===== src/design/nfps_pkg.sv =====
// ----------------------------------------------------------------------------
// nfps_pkg
// Shared widths, register indexes and defaults for the nearest four point
// select block.
// ----------------------------------------------------------------------------
`default_nettype none

package nfps_pkg;

	localparam int COORD_W       = 16;
	localparam int IDX_W         = 12;
	localparam int DIST_W        = 34;
	localparam int SLOTS         = 4;
	localparam int CFG_W         = 16;
	localparam int CFG_IDX_W     = 2;
	localparam int MAX_NODES_DEF = 4096;

	localparam logic [CFG_IDX_W-1:0] REG_QUERY_X = 2'd0;
	localparam logic [CFG_IDX_W-1:0] REG_QUERY_Y = 2'd1;
	localparam logic [CFG_IDX_W-1:0] REG_QUERY_Z = 2'd2;

endpackage

`default_nettype wire


===== src/design/nfps_node_if.sv =====
// ----------------------------------------------------------------------------
// nfps_node_if
// Valid/ready channel carrying one node position word.
// ----------------------------------------------------------------------------
`default_nettype none

interface nfps_node_if;

	logic                                 valid;
	logic                                 ready;
	logic signed [nfps_pkg::COORD_W-1:0] node_x;
	logic signed [nfps_pkg::COORD_W-1:0] node_y;
	logic signed [nfps_pkg::COORD_W-1:0] node_z;
	logic                                 last_node;

	modport source (output valid, node_x, node_y, node_z, last_node, input ready);
	modport sink   (input valid, node_x, node_y, node_z, last_node, output ready);

endinterface

`default_nettype wire


===== src/design/nfps_near_if.sv =====
// ----------------------------------------------------------------------------
// nfps_near_if
// Valid/ready channel carrying the four nearest indices and distances.
// ----------------------------------------------------------------------------
`default_nettype none

interface nfps_near_if;

	logic                          valid;
	logic                          ready;
	logic [nfps_pkg::IDX_W-1:0]   nearest_index_0;
	logic [nfps_pkg::IDX_W-1:0]   nearest_index_1;
	logic [nfps_pkg::IDX_W-1:0]   nearest_index_2;
	logic [nfps_pkg::IDX_W-1:0]   nearest_index_3;
	logic [nfps_pkg::DIST_W-1:0]  nearest_dist_0;
	logic [nfps_pkg::DIST_W-1:0]  nearest_dist_1;
	logic [nfps_pkg::DIST_W-1:0]  nearest_dist_2;
	logic [nfps_pkg::DIST_W-1:0]  nearest_dist_3;

	modport source (
		output valid, nearest_index_0, nearest_index_1, nearest_index_2, nearest_index_3,
		output nearest_dist_0, nearest_dist_1, nearest_dist_2, nearest_dist_3,
		input ready
	);
	modport sink (
		input valid, nearest_index_0, nearest_index_1, nearest_index_2, nearest_index_3,
		input nearest_dist_0, nearest_dist_1, nearest_dist_2, nearest_dist_3,
		output ready
	);

endinterface

`default_nettype wire


===== src/design/nearest_four_point_select.sv =====
// ----------------------------------------------------------------------------
// nearest_four_point_select
// Keeps the four nearest nodes of a stream of 3D positions to a query point
// and emits their indices and squared distances on the word marked last.
// ----------------------------------------------------------------------------
// A last word passes stage 1, stage 2 and then the result register.
// Throughput: one node word per cycle; the three 16x16 squares and the
// four-slot compare-insert each sit in their own register stage.
// The input stalls only when a last word meets a full, unread result register.
// Reset (arst_n low): query point zero, pipeline and result empty, next node
// is treated as the first of a query.
// ----------------------------------------------------------------------------
`default_nettype none

module nearest_four_point_select #(
	parameter int MAX_NODES = nfps_pkg::MAX_NODES_DEF
) (
	input  wire                               clk,
	input  wire                               arst_n,
	input  wire                               cfg_we,
	input  wire [nfps_pkg::CFG_IDX_W-1:0]     cfg_idx,
	input  wire [nfps_pkg::CFG_W-1:0]         cfg_data,
	nfps_node_if.sink                         node,
	nfps_near_if.source                       nearest
);

	localparam int IDX_MAX   = (1 << nfps_pkg::IDX_W) - 1;
	localparam int CNT_LIMIT = (MAX_NODES - 1 > IDX_MAX) ? IDX_MAX : (MAX_NODES - 1);
	localparam int SQ_W      = 2 * nfps_pkg::COORD_W;

	typedef logic [nfps_pkg::COORD_W-1:0] mag_t;
	typedef logic [nfps_pkg::DIST_W-1:0]  dist_t;
	typedef logic [nfps_pkg::IDX_W-1:0]   idx_t;

	// Magnitude of a - b; the difference of two 16-bit signed values fits
	// 17 bits signed, so its magnitude fits 16 bits unsigned.
	function automatic mag_t abs_diff(
		input logic signed [nfps_pkg::COORD_W-1:0] a,
		input logic signed [nfps_pkg::COORD_W-1:0] b
	);
		logic signed [nfps_pkg::COORD_W:0] d;
		logic        [nfps_pkg::COORD_W:0] m;
		d = {a[nfps_pkg::COORD_W-1], a} - {b[nfps_pkg::COORD_W-1], b};
		m = d[nfps_pkg::COORD_W] ? (~d + 1'b1) : d;
		return m[nfps_pkg::COORD_W-1:0];
	endfunction

	// ---------------------------------------------------------------- config
	logic signed [nfps_pkg::COORD_W-1:0] query_x_q, query_y_q, query_z_q;

	always_ff @(posedge clk or negedge arst_n) begin
		if (!arst_n) begin
			query_x_q <= '0;
			query_y_q <= '0;
			query_z_q <= '0;
		end else if (cfg_we) begin
			case (cfg_idx)
				nfps_pkg::REG_QUERY_X: query_x_q <= cfg_data;
				nfps_pkg::REG_QUERY_Y: query_y_q <= cfg_data;
				nfps_pkg::REG_QUERY_Z: query_z_q <= cfg_data;
				default: ;	// unknown index: drop the write
			endcase
		end
	end

	// ---------------------------------------------------------- flow control
	// A stage moves when the one ahead of it is empty or moving. Only a last
	// word needs the result register, so only it can hold stage 2.
	logic v_s1, v_s2;
	logic last_s1, last_s2;
	logic out_v_q;
	logic fire_s2, en_s2, en_s1;

	assign fire_s2    = v_s2 && !(last_s2 && out_v_q && !nearest.ready);
	assign en_s2      = !v_s2 || fire_s2;
	assign en_s1      = !v_s1 || en_s2;
	assign node.ready = en_s1;

	// --------------------------------------------------- stage 1: differences
	mag_t adx_s1, ady_s1, adz_s1;

	always_ff @(posedge clk or negedge arst_n) begin
		if (!arst_n) begin
			v_s1 <= 1'b0;
		end else if (en_s1) begin
			v_s1 <= node.valid;
		end
	end

	always_ff @(posedge clk) begin
		if (en_s1) begin
			adx_s1  <= abs_diff(node.node_x, query_x_q);
			ady_s1  <= abs_diff(node.node_y, query_y_q);
			adz_s1  <= abs_diff(node.node_z, query_z_q);
			last_s1 <= node.last_node;
		end
	end

	// ---------------------------------------------- stage 2: squared distance
	logic [SQ_W-1:0] sqx_w, sqy_w, sqz_w;
	dist_t           dist_w, dist_s2;

	assign sqx_w  = adx_s1 * adx_s1;
	assign sqy_w  = ady_s1 * ady_s1;
	assign sqz_w  = adz_s1 * adz_s1;
	assign dist_w = dist_t'(sqx_w) + dist_t'(sqy_w) + dist_t'(sqz_w);

	always_ff @(posedge clk or negedge arst_n) begin
		if (!arst_n) begin
			v_s2 <= 1'b0;
		end else if (en_s2) begin
			v_s2 <= v_s1;
		end
	end

	always_ff @(posedge clk) begin
		if (en_s2) begin
			dist_s2 <= dist_w;
			last_s2 <= last_s1;
		end
	end

	// ------------------------------------------------- sorted list insertion
	dist_t best_dist_q [nfps_pkg::SLOTS];
	idx_t  best_idx_q  [nfps_pkg::SLOTS];
	idx_t  node_cnt_q;
	logic  first_q;

	dist_t best_dist_nx [nfps_pkg::SLOTS];
	idx_t  best_idx_nx  [nfps_pkg::SLOTS];
	logic  gt_w         [nfps_pkg::SLOTS];
	logic  insert_w;

	// Slots stay sorted, so the set of slots farther than the new distance
	// is a contiguous tail. Each tail slot takes its upper neighbor, and the
	// head of the tail takes the new node. Ties leave the earlier node ahead.
	assign insert_w = dist_s2 < best_dist_q[nfps_pkg::SLOTS-1];

	always_comb begin
		for (int k = 0; k < nfps_pkg::SLOTS; k++) begin
			gt_w[k] = best_dist_q[k] > dist_s2;
		end
		for (int k = 0; k < nfps_pkg::SLOTS; k++) begin
			best_dist_nx[k] = best_dist_q[k];
			best_idx_nx[k]  = best_idx_q[k];
			if (first_q) begin
				best_dist_nx[k] = dist_s2;
				best_idx_nx[k]  = node_cnt_q;
			end else if (insert_w && gt_w[k]) begin
				if (k > 0 && gt_w[(k > 0) ? k - 1 : 0]) begin
					best_dist_nx[k] = best_dist_q[(k > 0) ? k - 1 : 0];
					best_idx_nx[k]  = best_idx_q[(k > 0) ? k - 1 : 0];
				end else begin
					best_dist_nx[k] = dist_s2;
					best_idx_nx[k]  = node_cnt_q;
				end
			end
		end
	end

	always_ff @(posedge clk or negedge arst_n) begin
		if (!arst_n) begin
			for (int k = 0; k < nfps_pkg::SLOTS; k++) begin
				best_dist_q[k] <= '0;
				best_idx_q[k]  <= '0;
			end
			node_cnt_q <= '0;
			first_q    <= 1'b1;
		end else if (fire_s2) begin
			for (int k = 0; k < nfps_pkg::SLOTS; k++) begin
				best_dist_q[k] <= best_dist_nx[k];
				best_idx_q[k]  <= best_idx_nx[k];
			end
			if (last_s2) begin
				// close the query: restart indexing and refill on the next node
				node_cnt_q <= '0;
				first_q    <= 1'b1;
			end else begin
				first_q <= 1'b0;
				// saturate the index at the node bound
				if (node_cnt_q < idx_t'(CNT_LIMIT)) begin
					node_cnt_q <= node_cnt_q + 1'b1;
				end
			end
		end
	end

	// -------------------------------------------------------- result register
	dist_t out_dist_q [nfps_pkg::SLOTS];
	idx_t  out_idx_q  [nfps_pkg::SLOTS];

	always_ff @(posedge clk or negedge arst_n) begin
		if (!arst_n) begin
			out_v_q <= 1'b0;
		end else if (fire_s2 && last_s2) begin
			out_v_q <= 1'b1;
		end else if (nearest.ready) begin
			out_v_q <= 1'b0;
		end
	end

	always_ff @(posedge clk) begin
		if (fire_s2 && last_s2) begin
			for (int k = 0; k < nfps_pkg::SLOTS; k++) begin
				out_dist_q[k] <= best_dist_nx[k];
				out_idx_q[k]  <= best_idx_nx[k];
			end
		end
	end

	assign nearest.valid           = out_v_q;
	assign nearest.nearest_index_0 = out_idx_q[0];
	assign nearest.nearest_index_1 = out_idx_q[1];
	assign nearest.nearest_index_2 = out_idx_q[2];
	assign nearest.nearest_index_3 = out_idx_q[3];
	assign nearest.nearest_dist_0  = out_dist_q[0];
	assign nearest.nearest_dist_1  = out_dist_q[1];
	assign nearest.nearest_dist_2  = out_dist_q[2];
	assign nearest.nearest_dist_3  = out_dist_q[3];

endmodule

`default_nettype wire


===== src/flat_wrapper.sv =====
// flat-port wrapper written by rule: the top's interface ports become plain ports
module nearest_four_point_select_flat 
#(
	parameter int MAX_NODES = nfps_pkg::MAX_NODES_DEF
)
  (clk, arst_n, cfg_we, cfg_idx, cfg_data, node_valid, node_node_x, node_node_y, node_node_z, node_last_node, node_ready, nearest_valid, nearest_nearest_index_0, nearest_nearest_index_1, nearest_nearest_index_2, nearest_nearest_index_3, nearest_nearest_dist_0, nearest_nearest_dist_1, nearest_nearest_dist_2, nearest_nearest_dist_3, nearest_ready);
  nfps_node_if node_i ();
  nfps_near_if nearest_i ();
  input  wire clk;
  input  wire arst_n;
  input  wire cfg_we;
  input  wire [nfps_pkg::CFG_IDX_W-1:0] cfg_idx;
  input  wire [nfps_pkg::CFG_W-1:0] cfg_data;
  input wire logic [$bits(node_i.valid)-1:0] node_valid;
  input wire logic [$bits(node_i.node_x)-1:0] node_node_x;
  input wire logic [$bits(node_i.node_y)-1:0] node_node_y;
  input wire logic [$bits(node_i.node_z)-1:0] node_node_z;
  input wire logic [$bits(node_i.last_node)-1:0] node_last_node;
  output wire logic [$bits(node_i.ready)-1:0] node_ready;
  output wire logic [$bits(nearest_i.valid)-1:0] nearest_valid;
  output wire logic [$bits(nearest_i.nearest_index_0)-1:0] nearest_nearest_index_0;
  output wire logic [$bits(nearest_i.nearest_index_1)-1:0] nearest_nearest_index_1;
  output wire logic [$bits(nearest_i.nearest_index_2)-1:0] nearest_nearest_index_2;
  output wire logic [$bits(nearest_i.nearest_index_3)-1:0] nearest_nearest_index_3;
  output wire logic [$bits(nearest_i.nearest_dist_0)-1:0] nearest_nearest_dist_0;
  output wire logic [$bits(nearest_i.nearest_dist_1)-1:0] nearest_nearest_dist_1;
  output wire logic [$bits(nearest_i.nearest_dist_2)-1:0] nearest_nearest_dist_2;
  output wire logic [$bits(nearest_i.nearest_dist_3)-1:0] nearest_nearest_dist_3;
  input wire logic [$bits(nearest_i.ready)-1:0] nearest_ready;
  assign node_i.valid = node_valid;
  assign node_i.node_x = node_node_x;
  assign node_i.node_y = node_node_y;
  assign node_i.node_z = node_node_z;
  assign node_i.last_node = node_last_node;
  assign node_ready = node_i.ready;
  assign nearest_valid = nearest_i.valid;
  assign nearest_nearest_index_0 = nearest_i.nearest_index_0;
  assign nearest_nearest_index_1 = nearest_i.nearest_index_1;
  assign nearest_nearest_index_2 = nearest_i.nearest_index_2;
  assign nearest_nearest_index_3 = nearest_i.nearest_index_3;
  assign nearest_nearest_dist_0 = nearest_i.nearest_dist_0;
  assign nearest_nearest_dist_1 = nearest_i.nearest_dist_1;
  assign nearest_nearest_dist_2 = nearest_i.nearest_dist_2;
  assign nearest_nearest_dist_3 = nearest_i.nearest_dist_3;
  assign nearest_i.ready = nearest_ready;
  nearest_four_point_select #(.MAX_NODES(MAX_NODES)) u_core (.clk(clk), .arst_n(arst_n), .cfg_we(cfg_we), .cfg_idx(cfg_idx), .cfg_data(cfg_data), .node(node_i), .nearest(nearest_i));
endmodule

===== config.mk =====
export PLATFORM = sky130hd
export DESIGN_NAME = nearest_four_point_select_flat
export DESIGN_NICKNAME = d
export VERILOG_FILES = /design/src/design/nfps_pkg.sv /design/src/design/nfps_node_if.sv /design/src/design/nfps_near_if.sv /design/src/design/nearest_four_point_select.sv /design/src/flat_wrapper.sv
export SDC_FILE = /design/constraint.sdc
export NUM_CORES = 2
export LEC_CHECK = 0
export BUFFER_PORTS_ARGS = -buffer_cell sky130_fd_sc_hd__buf_2
export CELL_PAD_IN_SITES_DETAIL_PLACEMENT = 1
export CELL_PAD_IN_SITES_GLOBAL_PLACEMENT = 1
export CORE_UTILIZATION = 50
export DETAILED_ROUTE_END_ITERATION = 6
export HOLD_SLACK_MARGIN = 0.05
export PLACE_DENSITY_LB_ADDON = 0.12
export SLEW_MARGIN = 10
export SYNTH_ARGS = -nofsm -noshare
export SYNTH_HDL_FRONTEND = slang
export SYNTH_SLANG_ARGS = --single-unit
export TNS_END_PERCENT = 20

===== constraint.sdc =====
create_clock -name clk -period 25.1 [get_ports clk]
set_input_delay 2.51 -clock clk [delete_from_list [all_inputs] [get_ports clk]]
set_output_delay 2.51 -clock clk [all_outputs]
set_load 0.005 [all_outputs]

# After elaboration in Yosys (flattened, before gate mapping)
# Memory sizes are Yosys's and may differ from the RTL's.
# Cells that the tools add are included.
[totals]
register_bits = 332
ram_bits = 184
input_bits = 72
out_inout_bits = 186
word_cells = 100
mem_count = 2
[memory_table]
columns = ["memory", "words", "word_bits", "rd", "rd_ports_with_merged_regs", "wr", "line", "text"]
rows = [
  ["u_core.out_dist_q", 4, 34, 4, 0, 4, "nearest_four_point_select.sv:189", "dist_t out_dist_q [nfps_pkg::SLOTS];"],
  ["u_core.out_idx_q", 4, 12, 4, 0, 4, "nearest_four_point_select.sv:190", "idx_t out_idx_q [nfps_pkg::SLOTS];"],
]
[op_classes]
addsub = 9
n_mul = 3
magnitude_cmp = 6
eq_ne = 2
n_mux = 32
bitwise_logic = 3
n_reduce_logical = 21
[op_table]
columns = ["operator", "n"]
rows = [
  ["2-to-1 mux 34 bit", 11],
  ["2-to-1 mux 12 bit", 13],
  ["> comparator 34 bit", 4],
  ["multiplier 16 x 16 -> 32 bit", 3],
  ["subtractor 16 x 16 -> 17 bit", 3],
  ["adder 16 x 1 -> 16 bit, second input constant", 3],
  ["2-to-1 mux 16 bit", 3],
  ["inverter 16 bit", 3],
  ["adder 34 x 32 -> 34 bit", 1],
  ["less-than comparator 34 bit", 1],
  ["adder 32 x 32 -> 33 bit", 1],
  ["adder 12 x 1 -> 12 bit, second input constant", 1],
  ["less-than comparator 12 bit, second input constant", 1],
  ["logical AND 1 bit", 8],
  ["AND reduction 2 bit", 4],
  ["2-to-1 mux 1 bit", 5],
  ["zero test 1 bit", 4],
  ["nonzero test 2 bit", 2],
  ["== test 2 x 1 -> 1 bit, second input constant", 1],
  ["== test 2 bit, second input constant", 1],
  ["zero test 2 bit", 1],
  ["logical OR 1 bit", 2],
]

# Logic depth before layout (Yosys ltp)
[logic_depth]
word_depth = 7
depth_mapped = 44
mapped_depth_nobuf = 42

# Worst setup path after synthesis
# No wires, ideal clock.
[synth_path]
path_type = "register -> register"
start = "register u_core.adx_s1[4]"
end = "register u_core.dist_s2[32], data pin"
arrival_ns = 10.527
required_ns = 24.845
path_slack_ns = 14.318
stages_incl_launch_ff = 41
synth_period_minus_slack_ns = 10.782
path_cell_list = "edfxtp_1 clkbuf_1 nand2_1 fa_1 inv_1 fa_1 inv_1 fa_1 fa_1 inv_1 fa_1 fa_1 fa_1 inv_1 fa_1 inv_1 ha_1 a211oi_1 [5 not listed] o21ai_0 nor2b_1 xnor2_1 ha_1 fa_1 inv_1 fa_1 fa_1 inv_1 ha_1 and3_1 and4_1 nand2_1 o21ai_0 a31o_2 a311oi_1 or4_1 and3_1"
[synth_via]
elab_chain_cells = 3
[synth_rtl]
columns = ["element", "line", "text"]
rows = [
  ["from (decl)", "nearest_four_point_select.sv:80", "mag_t adx_s1, ady_s1, adz_s1;"],
  ["from (signal assigned)", "nearest_four_point_select.sv:92", "adx_s1 <= abs_diff(node.node_x, query_x_q);"],
  ["multiplier 16 x 16 -> 32 bit", "nearest_four_point_select.sv:103", "assign sqx_w = adx_s1 * adx_s1;"],
  ["adder 32 x 32 -> 33 bit", "nearest_four_point_select.sv:106", "assign dist_w = dist_t'(sqx_w) + dist_t'(sqy_w) + dist_t'(sqz_w);"],
  ["adder 34 x 32 -> 34 bit", "nearest_four_point_select.sv:106", ""],
  ["named net u_core.dist_w[32]", "nearest_four_point_select.sv:101", "dist_t dist_w, dist_s2;"],
  ["to (signal assigned)", "nearest_four_point_select.sv:118", "dist_s2 <= dist_w;"],
  ["to (decl)", "nearest_four_point_select.sv:101", ""],
]
# The timed path passes the listed nets, and every way through them passes these cells.
# A chain may end at the register's enable or synchronous reset.

# Worst setup path after layout
[layout_path]
start = "register u_core.ady_s1[1]"
end = "register u_core.dist_s2[33], data pin"
[layout_via]
elab_chain_cells = 3
[layout_rtl]
columns = ["element", "line", "text"]
rows = [
  ["from (decl)", "nearest_four_point_select.sv:80", ""],
  ["from (signal assigned)", "nearest_four_point_select.sv:93", "ady_s1 <= abs_diff(node.node_y, query_y_q);"],
  ["multiplier 16 x 16 -> 32 bit", "nearest_four_point_select.sv:104", "assign sqy_w = ady_s1 * ady_s1;"],
  ["adder 32 x 32 -> 33 bit", "nearest_four_point_select.sv:106", ""],
  ["adder 34 x 32 -> 34 bit", "nearest_four_point_select.sv:106", ""],
  ["named net u_core.dist_w[33]", "nearest_four_point_select.sv:101", ""],
]
# The timed path passes the listed nets, and every way through them passes these cells.

==> metrics.cfg <==
[run_status]
outcome=finished clean

[worst_hold_path]
hold_path_depth=0
timing.hold.worst_endpoint=u_core.last_s2
hold_wc_path_type=reg -> reg
hold_start=u_core.last_s1

[yosys]
ys_async_sr_fraction_pct=48.1
synth-seq-cells=516
synth-xor-area-share_pct=2.51
postSynthCellCount=5197
synth.lib_cells_used.distinct=73
synthSimpleGateAreaFrac_pct=11.8
syn_avg_cell_area_um2=9.79
synthesis.area_um2=50900
compound_gate_portion_of_the_synthesized_area_pct=10.9
yosysSeqAreaShare_pct=28.0
number_of_enable_type_register_cells_in_the_synthesized_netlist=268
synthAdderAreaFrac_pct=34.9
dominantRegCellSynth=edfxtp_1
postSynthNetCount=6338
synth_top_family_by_area=adder cells
synthesis.yosys.warnings=0
synth.area.mux_share_pct=2.87

[placed_design]
buffer_ports.inserted=257
placed_cell_area_um2=53300
gpl.final_weighted_congestion=0.893
detailed_place_hpwl_mm=119

[floorplan]
overall_die_height_um=321
fp.dieArea_um2=103000
coreArea_um2=100000
row_count=116
floorplan.die.width_um=321
design.portCount=258
initial_core_util_pct=50.7

[route]
antenna_left=0
via_density=5.74
vias=38500
drt-total-wl_mm=154
route.detailed.wl_per_inst_um=22.9
detail_route.drc_violations=0
detailedRoute.firstIterationViolations=2427
dr_pass1_iterations=6

[timing]
max_freq_ghz=0.0815
maxSlewViolCount=0
max_slew_margin_pct=26.2
final.period_utilization_pct=48.9
timing.final.setup_violations=0
rsz0062_at_grt=false
max_slew.worst_pin.slew_ns=1.10
finalHoldViolCount=0
finalClockSkew_ns=0.0426
timing.final.crit_period_ns=12.26
timing.setup.tns_ns=0

[setup_path]
cp_slowest_cell=edfxtp_1
critical_path.most_common_cell=fa_1
worst_path_dominant_cell_family=adder cells
startpoint_type=register
crit_type=reg -> reg
worstSetupEndpointType=register
critical_path_required_ns=25.53
crit_arrival_ns=12.69
path_max_fanout=17
count_of_cells_along_the_worst_register_to_register_path=42
critical_path.reg2reg.endpoint=u_core.dist_s2[33]
r2r_start=u_core.ady_s1[1]
ff2ff_setup_slack_ns=12.84
critical-path-max-stage-delay_ns=0.73
worstPathBufferInverterCount=9

[clock_network]
cts_num_sinks=516
postCtsSetupRepairBufs=0
postCtsHoldBufs=0
tritoncts.num_buffers=58
max-clock-path-buffers=3
post_cts_resize_count=0
tritoncts=done
clk_root_buffer_cell=clkbuf_16
worstSkewPairLatency_ns=0.69
htreeDepth=2
cts.clk_slew.worst_paths_ns=0.06

[final_layout]
area_delta_synth_final_pct=8.64
fill_cells=11300
final_layout_size_suffix_gt1_share_pct=10.2
final_cell_area_um2=55300
layout_nets=6439
multi_input_area_um2=32200
regArea_um2=14300

[grt]
overflow=0
groute.usage.overall_pct=30.2
antenna_found_initial=3
first_global_vias=42300
grt_max_degree=150
grt_first_pass_wirelength_mm=242

[run]
max_cap_violations=0

[layout by cell type, fill, tap and decap left out, types with 80 or more instances in the layout]
master / Yosys / final
xnor2_1: 93 / 93
o21ai_0: 155 / 155
and2_1: 176 / 175
dfrtp_1: 247 / 247
edfxtp_1: 268 / 268
mux2_2: 120 / 120
fa_1: 583 / 583
ha_1: 486 / 486
nand3_1: 81 / 80
buf_2: 20 / 256
nand2_1: 412 / 407
nor2_1: 296 / 294
inv_1: 971 / 970
a21oi_1: 220 / 219
[stage by stage]
stage / worst slack [ns] / std cells / util [%] / hold WS [ns]
floorplan: 14.32 / 5197 / - / 0.400
global route: 12.10 / 6704 / 55.1 / 0.448
global placement: 13.22 / 6595 / 53.1 / 0.409
detailed placement: 12.81 / 6595 / 53.1 / 0.425
finish: 12.84 / 6705 / 55.1 / 0.429
CTS: 12.85 / 6704 / 55.1 / 0.436
[cells in the mapped netlist (27+ instances only)]
master | number | area, um2
a211oi_1 | 33 | 248
a21o_1 | 43 | 323
a21oi_1 | 220 | 1100
a221oi_1 | 37 | 324
a22oi_1 | 48 | 360
and2_1 | 176 | 1100
clkbuf_1 | 219 | 822
dfrtp_1 | 247 | 6180
edfxtp_1 | 268 | 8050
fa_1 | 583 | 11700
ha_1 | 486 | 6080
inv_1 | 971 | 3640
mux2_2 | 120 | 1350
nand2_1 | 412 | 1550
nand2b_1 | 27 | 169
nand3_1 | 81 | 405
nand4_1 | 31 | 194
nor2_1 | 296 | 1110
nor2b_1 | 29 | 181
nor3_1 | 78 | 390
nor4_1 | 57 | 357
o211ai_1 | 55 | 413
o21a_1 | 68 | 510
o21ai_0 | 155 | 776
o22ai_1 | 47 | 294
o31ai_1 | 56 | 420
xnor2_1 | 93 | 815
xor2_1 | 53 | 464
[cell type report]
cell class	count	area share, %
diodes	1	0.00453
clock buffers	75	2.83
repair buffers	287	2.77
inverters	971	6.59
flip-flops and latches	516	25.8
well taps	1357	3.07
clock inverters	34	0.781
multi-input cells	3464	58.2
[state kept, by name, summed over array words and instances, names as in the netlist]
register,count
u_core.adx_s1,16
u_core.ady_s1,16
u_core.adz_s1,16
u_core.best_dist_q,136
u_core.best_idx_q,48
u_core.dist_s2,34
u_core.first_q,1
u_core.last_s1,1
u_core.last_s2,1
u_core.nearest.valid,1
u_core.node_cnt_q,12
u_core.out_dist_q,136
u_core.out_idx_q,48
u_core.query_x_q,16
u_core.query_y_q,16
u_core.query_z_q,16
u_core.v_s1,1
u_core.v_s2,1
[worst reg2reg max path: cells and delay by family (launching register included)]
family	cells	cell delay [ns]
fa+ha+maj	14	6.28
compound gates	9	2.80
simple gates	8	1.29
flops	1	0.73
buf+inv	9	0.69
xor+xnor	2	0.25
[cell families after synthesis]
kind of cell | Yosys count
flops | 516
mux | 130
compound gates | 852
xor+xnor | 146
fa+ha+maj | 1069
buf+inv | 1217
simple gates | 1267
[worst max path at each step]
stage	from	slack (ns)	endpoint	cells after the start
after floorplan	u_core.adx_s1[4]	14.32	u_core.dist_s2[32]	40
after global placement	u_core.ady_s1[1]	13.22	u_core.dist_s2[33]	42
after detailed placement	u_core.ady_s1[1]	12.81	u_core.dist_s2[33]	42
after CTS	u_core.ady_s1[1]	12.85	u_core.dist_s2[33]	42
after global routing	u_core.ady_s1[1]	12.10	u_core.dist_s2[33]	42
final	u_core.ady_s1[1]	12.84	u_core.dist_s2[33]	42
[per-layer routing]
layer	GRT usage (%)	vias to the layer above	wire length (um)
met1	39.1	19800	65800
met3	2.92	325	6300
met2	52.6	1084	75900
li1	-	17300	-
met5	0	-	17
met4	10.7	2	5570
Power is left out: the tool's default activity adds up to more than one toggle a clock period on the data nets, which glitch-free logic cannot reach.
